## config.mk

```make
export PLATFORM = sky130hd
export DESIGN_NAME = epoch_to_calendar_date
export DESIGN_NICKNAME = d
export VERILOG_FILES = /design/src/rtl/epc_pkg.sv /design/src/rtl/epc_day_div.sv /design/src/rtl/epc_cal.sv /design/src/rtl/epoch_to_calendar_date.sv
export SDC_FILE = /design/constraint.sdc
export NUM_CORES = 2
export LEC_CHECK = 0
export BUFFER_PORTS_ARGS = -buffer_cell sky130_fd_sc_hd__buf_4
export CORE_MARGIN = 2
export CORE_UTILIZATION = 55
export CTS_BUF_LIST = sky130_fd_sc_hd__clkbuf_2
export CTS_CLUSTER_DIAMETER = 100
export CTS_CLUSTER_SIZE = 16
export DETAILED_ROUTE_END_ITERATION = 7
export PLACE_DENSITY_LB_ADDON = 0.15
export SKIP_LAST_GASP = 1
export SYNTH_ARGS = -nofsm -noshare
export SYNTH_HDL_FRONTEND = slang
export SYNTH_HIERARCHICAL = 1
export SYNTH_SLANG_ARGS = --single-unit
```

## constraint.sdc

```tcl
create_clock -name clk_i -period 12.27 [get_ports clk_i]
set_input_delay 0.6135 -clock clk_i [delete_from_list [all_inputs] [get_ports clk_i]]
set_output_delay 0.6135 -clock clk_i [all_outputs]
set_load 0.01 [all_outputs]
```

## src/rtl/epc_pkg.sv

```systemverilog
package epc_pkg;

  localparam logic [31:0] EpochShift = 32'd946656000;
  localparam logic [11:0] SecsPerHour = 12'd3600;
  localparam logic [16:0] SecsPerDay = 17'd86400;
  localparam logic [11:0] FirstYear = 12'd2000;
  // Days from 2000-01-01 to 2100-01-01; from there on the year is out of range.
  localparam logic [15:0] CenturyDays = 16'd36525;
  localparam logic [10:0] FourYearDays = 11'd1461;
  localparam logic [8:0] LeapDays = 9'd366;
  localparam logic [8:0] PlainDays = 9'd365;

  // Reciprocals for division by constants, each followed by a small correction
  // or exact over the value range in use.
  localparam logic [25:0] RecipDay = 26'd50903316;   // 2^35 / 675, rounded down
  localparam logic [12:0] RecipHour = 13'd4661;      // 2^20 / 225, rounded up
  localparam logic [15:0] RecipCycle = 16'd45934;    // 2^26 / 1461, rounded up
  localparam logic [10:0] RecipMin = 11'd1093;       // 2^14 / 15, rounded up

  typedef struct packed {
    logic        vld;
    logic [15:0] days;
    logic [16:0] sod;
  } day_beat_t;

  // Day of year on which a month starts, in a plain year.
  function automatic logic [8:0] month_start(input logic [3:0] mon);
    logic [8:0] s;
    case (mon)
      4'd0: s = 9'd0;
      4'd1: s = 9'd31;
      4'd2: s = 9'd59;
      4'd3: s = 9'd90;
      4'd4: s = 9'd120;
      4'd5: s = 9'd151;
      4'd6: s = 9'd181;
      4'd7: s = 9'd212;
      4'd8: s = 9'd243;
      4'd9: s = 9'd273;
      4'd10: s = 9'd304;
      4'd11: s = 9'd334;
      default: s = 9'd0;
    endcase
    return s;
  endfunction

endpackage

```

## src/rtl/epc_day_div.sv

```systemverilog
module epc_day_div (
  input  logic                 clk_i,
  input  logic                 rst_ni,
  input  logic                 en_i,
  input  logic                 valid_i,
  input  logic [31:0]          seconds_count_i,
  input  logic [7:0]           zone_hours_i,
  output epc_pkg::day_beat_t   beat_o
);

  logic        v1_q, v2_q, v3_q, v4_q;
  logic [31:0] local1_q, local2_q, local3_q;
  logic [15:0] q2_q, q3_q;
  logic [24:0] p3_q;
  logic [15:0] days4_q;
  logic [16:0] sod4_q;

  logic [19:0] zone_secs;
  logic [31:0] local1_d;
  logic [50:0] prod2;
  logic [34:0] prod3;
  logic [24:0] rem4;
  logic        fix4;
  logic [31:0] sod_raw;
  logic [31:0] sod_fix;

  assign zone_secs = zone_hours_i * epc_pkg::SecsPerHour;
  assign local1_d = seconds_count_i - epc_pkg::EpochShift + {12'd0, zone_secs};
  assign prod2 = local1_q[31:7] * epc_pkg::RecipDay;
  assign prod3 = q2_q * 19'd675;
  assign rem4 = local3_q[31:7] - p3_q;
  // The reciprocal estimate is at most one short.
  assign fix4 = (rem4 >= 25'd675);
  assign sod_raw = local3_q - {p3_q, 7'd0};
  assign sod_fix = fix4 ? sod_raw - {15'd0, epc_pkg::SecsPerDay} : sod_raw;

  always_ff @(posedge clk_i or negedge rst_ni) begin
    if (!rst_ni) begin
      v1_q <= 1'b0;
      v2_q <= 1'b0;
      v3_q <= 1'b0;
      v4_q <= 1'b0;
    end else if (en_i) begin
      v1_q <= valid_i;
      v2_q <= v1_q;
      v3_q <= v2_q;
      v4_q <= v3_q;
    end
  end

  always_ff @(posedge clk_i) begin
    if (en_i) begin
      local1_q <= local1_d;
      local2_q <= local1_q;
      q2_q     <= prod2[50:35];
      local3_q <= local2_q;
      q3_q     <= q2_q;
      p3_q     <= prod3[24:0];
      days4_q  <= fix4 ? q3_q + 16'd1 : q3_q;
      sod4_q   <= sod_fix[16:0];
    end
  end

  assign beat_o.vld = v4_q;
  assign beat_o.days = days4_q;
  assign beat_o.sod = sod4_q;

endmodule

```

## src/rtl/epc_cal.sv

```systemverilog
module epc_cal (
  input  logic                 clk_i,
  input  logic                 rst_ni,
  input  logic                 en_i,
  input  epc_pkg::day_beat_t   beat_i,
  output logic                 valid_o,
  output logic [11:0]          year_value_o,
  output logic [3:0]           month_value_o,
  output logic [4:0]           day_value_o,
  output logic [4:0]           hour_value_o,
  output logic [5:0]           minute_value_o,
  output logic [5:0]           second_value_o,
  output logic                 range_error_o
);

  logic        v5_q, v6_q, v7_q, v8_q;
  logic [16:0] sod5_q;
  logic [15:0] days5_q;
  logic [4:0]  h5_q, h6_q, h7_q;
  logic [5:0]  c5_q, c6_q;
  logic        err5_q, err6_q, err7_q;
  logic [11:0] rest6_q, rest7_q;
  logic [10:0] rem6_q;
  logic [5:0]  m7_q;
  logic [8:0]  doy7_q;
  logic        leap7_q;
  logic [11:0] year7_q;
  logic [11:0] year8_q;
  logic [3:0]  mon8_q;
  logic [4:0]  day8_q;
  logic [4:0]  h8_q;
  logic [5:0]  m8_q, s8_q;
  logic        err8_q;

  logic [25:0] hprod;
  logic [31:0] cprod;
  logic [16:0] rest_w;
  logic [15:0] rem_w;
  logic [20:0] mprod;
  logic [10:0] rem2;
  logic [1:0]  r1;
  logic [10:0] doy_w;
  logic [1:0]  yoff;
  logic [11:0] sec_w;
  logic [3:0]  mcount;
  logic [8:0]  start;
  logic [8:0]  mstart;
  logic [8:0]  dom;

  assign hprod = beat_i.sod[16:4] * epc_pkg::RecipHour;
  assign cprod = beat_i.days * epc_pkg::RecipCycle;

  assign rest_w = sod5_q - h5_q * epc_pkg::SecsPerHour;
  assign rem_w = days5_q - c5_q * epc_pkg::FourYearDays;

  assign mprod = rest6_q[11:2] * epc_pkg::RecipMin;
  assign rem2 = rem6_q - {2'd0, epc_pkg::LeapDays};
  assign r1 = (rem2 >= 11'd730) ? 2'd2 : ((rem2 >= 11'd365) ? 2'd1 : 2'd0);
  assign doy_w = (rem6_q < {2'd0, epc_pkg::LeapDays}) ? rem6_q
               : rem2 - r1 * {2'd0, epc_pkg::PlainDays};
  assign yoff = (rem6_q < {2'd0, epc_pkg::LeapDays}) ? 2'd0 : r1 + 2'd1;

  assign sec_w = rest7_q - m7_q * 12'd60;

  // Month is the number of month starts at or before the day of year.
  always_comb begin
    mcount = 4'd0;
    mstart = 9'd0;
    for (int k = 1; k < 12; k++) begin
      start = epc_pkg::month_start(4'(k)) + ((leap7_q && k >= 2) ? 9'd1 : 9'd0);
      if (doy7_q >= start) begin
        mcount = 4'(k);
        mstart = start;
      end
    end
  end
  assign dom = doy7_q - mstart + 9'd1;

  always_ff @(posedge clk_i or negedge rst_ni) begin
    if (!rst_ni) begin
      v5_q <= 1'b0;
      v6_q <= 1'b0;
      v7_q <= 1'b0;
      v8_q <= 1'b0;
    end else if (en_i) begin
      v5_q <= beat_i.vld;
      v6_q <= v5_q;
      v7_q <= v6_q;
      v8_q <= v7_q;
    end
  end

  always_ff @(posedge clk_i) begin
    if (en_i) begin
      sod5_q  <= beat_i.sod;
      days5_q <= beat_i.days;
      h5_q    <= hprod[24:20];
      c5_q    <= cprod[31:26];
      err5_q  <= (beat_i.days >= epc_pkg::CenturyDays);

      h6_q    <= h5_q;
      c6_q    <= c5_q;
      err6_q  <= err5_q;
      rest6_q <= rest_w[11:0];
      rem6_q  <= rem_w[10:0];

      h7_q    <= h6_q;
      err7_q  <= err6_q;
      rest7_q <= rest6_q;
      m7_q    <= mprod[19:14];
      doy7_q  <= doy_w[8:0];
      leap7_q <= (rem6_q < {2'd0, epc_pkg::LeapDays});
      year7_q <= epc_pkg::FirstYear + {4'd0, c6_q, 2'd0} + {10'd0, yoff};

      h8_q    <= h7_q;
      m8_q    <= m7_q;
      s8_q    <= sec_w[5:0];
      err8_q  <= err7_q;
      year8_q <= err7_q ? 12'd0 : year7_q;
      mon8_q  <= err7_q ? 4'd0 : mcount + 4'd1;
      day8_q  <= err7_q ? 5'd0 : dom[4:0];
    end
  end

  assign valid_o = v8_q;
  assign year_value_o = year8_q;
  assign month_value_o = mon8_q;
  assign day_value_o = day8_q;
  assign hour_value_o = h8_q;
  assign minute_value_o = m8_q;
  assign second_value_o = s8_q;
  assign range_error_o = err8_q;

endmodule

```

## src/rtl/epoch_to_calendar_date.sv

```systemverilog
// Throughput: one beat per cycle while the output is not stalled; the eight-stage
// multiply-and-correct pipeline sets the figure, and a stalled output holds every
// stage in place.
// Reset: rst_ni clears all valid bits asynchronously; data registers are not
// reset and no result is shown until a beat has passed through.
module epoch_to_calendar_date (
  input  logic        clk_i,
  input  logic        rst_ni,
  input  logic        in_valid_i,
  output logic        in_stall_o,
  input  logic [31:0] seconds_count_i,
  input  logic [7:0]  zone_hours_i,
  output logic        out_valid_o,
  input  logic        out_stall_i,
  output logic [11:0] year_value_o,
  output logic [3:0]  month_value_o,
  output logic [4:0]  day_value_o,
  output logic [4:0]  hour_value_o,
  output logic [5:0]  minute_value_o,
  output logic [5:0]  second_value_o,
  output logic        range_error_o
);

  logic               en;
  epc_pkg::day_beat_t day_beat;

  // The whole pipeline moves together unless a finished beat is held.
  assign en = !(out_valid_o && out_stall_i);
  assign in_stall_o = !en;

  epc_day_div u_day_div (
    .clk_i          (clk_i),
    .rst_ni         (rst_ni),
    .en_i           (en),
    .valid_i        (in_valid_i),
    .seconds_count_i(seconds_count_i),
    .zone_hours_i   (zone_hours_i),
    .beat_o         (day_beat)
  );

  epc_cal u_cal (
    .clk_i         (clk_i),
    .rst_ni        (rst_ni),
    .en_i          (en),
    .beat_i        (day_beat),
    .valid_o       (out_valid_o),
    .year_value_o  (year_value_o),
    .month_value_o (month_value_o),
    .day_value_o   (day_value_o),
    .hour_value_o  (hour_value_o),
    .minute_value_o(minute_value_o),
    .second_value_o(second_value_o),
    .range_error_o (range_error_o)
  );

endmodule
```

==> summary.txt <==
Outcome
  – Run status: finished, final reports clean

STA
  – TNS Setup: 0 ns
  – Final slew viol count: 0
  – Fin. Hold Viols: 0
  – Final setup skew: 0.106 ns
  – Min Tclk post-route: 7.15 ns
  – Final setup violation count: 0
  – Worst Max-Slew Pin Slew: 1.07 ns
  – RSZ-0062 raised after global routing: no
  – Worst rel slew slack: 0.287
  – Peak Freq: 140 MHz
  – Tcrit/Tclk final: 0.583

Synth
  – Share of the synthesized area in the top cell type: 0.275
  – EDFF count, synth: 332
  – Post-synthesis sequential area ratio: 0.270
  – Post-Syn Nets: 4,639
  – Mapped Avg Cell Area: 11.0 sq um
  – Synth warnings: 6
  – Ys async rst share: 0.0235
  – Most instantiated library cell after synthesis: ha_1
  – Synthesis-stage register bit count: 340
  – Synth top cells by count: ha_1 (829), inv_1 (752), fa_1 (352), edfxtp_1 (332), a21oi_1 (132)
  – Post-Synthesis Cells: 3,414
  – Mapped cell area: 37,700 sq um
  – Synth area leaders: ha_1 (27%), edfxtp_1 (26%), fa_1 (19%)
  – Yosys cell types: 93
  – Main synth FF type: edfxtp_1
  – Synth area leader: ha_1

Detailed routing
  – Vias per cell: 5.41
  – DRT antenna net count: 0
  – Via count: 24,036
  – Number of DRC violations after detailed-routing iteration 0: 1,268
  – WL/cell: 17.0 um
  – Final WL: 75,400 um
  – # DRC: 0
  – 1st-pass router iterations: 5

Floorplan
  – Core Area: 68,200 sq um
  – Die Y: 266 um
  – Initial core utilization: 0.553
  – # IOs: 85
  – Die ar.: 70,700 sq um
  – Die W: 266 um
  – Row count: 96

Clocking
  – Post-CTS setup buffers: 0
  – Clock Sinks: 340
  – Clock-pin slew on the worst setup and hold paths: 0.32 ns
  – H-tree depth: 1
  – Post-cts sizing count: 0
  – CTS tree: yes
  – TritonCTS buffer count: 27
  – Clock buffer depth: 3
  – Clock Latency Late Sink: 1.12 ns
  – Clk root buf: clkbuf_2
  – Hold_buf cts: 40

Setup path
  – Largest fanout on the critical path: 11
  – Worst R2R Setup Slack: 5.12 ns
  – Worst reg2reg endpoint: u_day_div/q2_q[10]
  – Critical R2R Launch: u_day_div/local1_q[21]
  – Critical path startpoint category: register
  – Worst path arrival time: 7.98 ns
  – Critical Path RT: 13.10 ns
  – Worst setup path category: register to register
  – Setup crit start: u_day_div/local1_q[21]
  – Crit end category: register
  – Cells on worst reg2reg path: 22

Finish
  – Layout fillers: 5,709
  – Layout cells sized above 1: 0.0512
  – Final nets: 4,763
  – P&R area growth vs syn: 6.07%

Place
  – Detail Placement HPWL: 62,000 um
  – IO buf count: 84
  – GP Congestion: 0.883

Worst hold path
  – Worst Hold Launch: zone_hours_i[3]
  – Destination of the worst hold path: u_day_div/local1_q[7]
  – Worst hold stages: 4
  – Min-delay worst type: input port to register

Global route
  – First-pass GRT wire length: 127,000 um
  – Grt ovf: 0
  – Total track usage: 0.220
  – Vias in the first global route: 25,626
  – Initial antenna violation count: 3
  – Pin count of the biggest net entering global routing: 86

Flow run
  – Max_cap viols: 0
==> metal layers <==
metal,routed length (um),track usage,vias to the layer above
met2,38000,0.394,289
met4,1460,0.0443,4
met5,21,0,-
li1,-,-,11767
met3,1690,0.0168,90
met1,34200,0.293,11886
==> worst max-delay path by stage <==
stage,endpoint,depth (start not counted),slack (ns)
floorplan,u_cal/v5_q,2,3.35
global placement,u_day_div/q2_q[10],22,5.27
detailed placement,u_day_div/q2_q[10],22,5.21
CTS,u_day_div/q2_q[10],22,5.10
global route,u_day_div/q2_q[13],22,4.72
finish,u_day_div/q2_q[10],22,5.12
==> kinds of logic (layout without fill, tap and decap cells) <==
kind of cell,count (synthesis),after routing,synth area share
multiplexers,14,14,0.00401
AO/OA/AOI/OAI,448,448,0.0782
flip-flops,340,340,0.270
AND/OR/NAND/NOR,451,451,0.0617
other,0,2,0
buffers and inverters,787,929,0.0795
XOR/XNOR,193,193,0.0452
adder cells (fa/ha/maj),1181,1181,0.462
==> through the flow <==
step	worst slack [ns]	hold WS, ns	util	instance area [sq um]	cells
CTS	5.10	0.0173	0.586	40000	4438
detailed placement	5.21	0.405	0.576	39300	4351
floorplan	3.35	0.318	-	37700	3414
global placement	5.27	0.402	0.576	39300	4351
global route	4.72	0.0702	0.586	40000	4440
finish	5.12	0.153	0.586	40000	4440
==> critical path, stage by stage, from the launching register on <==
cell and delay [ns]:
edfxtp_1 0.79, fa_1 0.54, ha_1 0.29, inv_1 0.06
fa_1 0.49, inv_1 0.05, fa_1 0.52, fa_1 0.45
fa_1 0.56, inv_1 0.06, fa_1 0.52, inv_1 0.04
ha_1 0.34, nand4_1 0.14, nor2_1 0.09, and3_1 0.19
o41ai_1 0.46, a2bb2oi_1 0.37, a31oi_1 0.22, a21o_1 0.25
a21o_1 0.19, a21oi_1 0.18, xnor2_1 0.08
==> registers in the layout, indices dropped and copies added (netlist names), 9 cells and up <==
register,cells
u_day_div/local2_q,32
u_day_div/days4_q,16
u_cal/year_value_o,11
u_day_div/q3_q,16
u_day_div/p3_q,24
u_cal/rest6_q,12
u_day_div/local1_q,32
u_cal/rem6_q,11
u_cal/sod5_q,12
u_cal/days5_q,11
u_cal/year7_q,11
u_day_div/q2_q,16
u_day_div/local3_q,32
u_cal/doy7_q,9
u_day_div/sod4_q,17
==> area by class of cell <==
| type | count | area [sq um] | share of cell area |
|---|---|---|---|
| well taps | 882 | 1100 | 0.0276 |
| flip-flops and latches | 340 | 10200 | 0.254 |
| clock inverters | 10 | 92.6 | 0.00231 |
| multi-input cells | 2287 | 24600 | 0.614 |
| inverters | 753 | 2830 | 0.0706 |
| diodes | 2 | 5.00 | 0.000125 |
| repair buffers | 129 | 1070 | 0.0267 |
| clock buffers | 37 | 185 | 0.00463 |
==> layout by cell type, fill, tap and decap left out, drive strengths merged, types with 11 or more instances in the layout <==
master and count:
nand2b 22, buf 89, edfxtp 332, dlygate4sd3 40, inv 755, nand3 37, o21ai 79, clkbuf 37
xor2 66, ha 829, and3 18, nor2b 34, nor2 106, and2 11, o21a 16, fa 352
nor3 35, a21oi 132, nand4 23, o211ai 13, xnor2 127, o21bai 18, o31ai 13, a211oi 11
a31oi 22, nand2 111, a21o 59
Power is left out: the tool's default activity adds up to more than one toggle a clock period on the data nets, which glitch-free logic cannot reach.
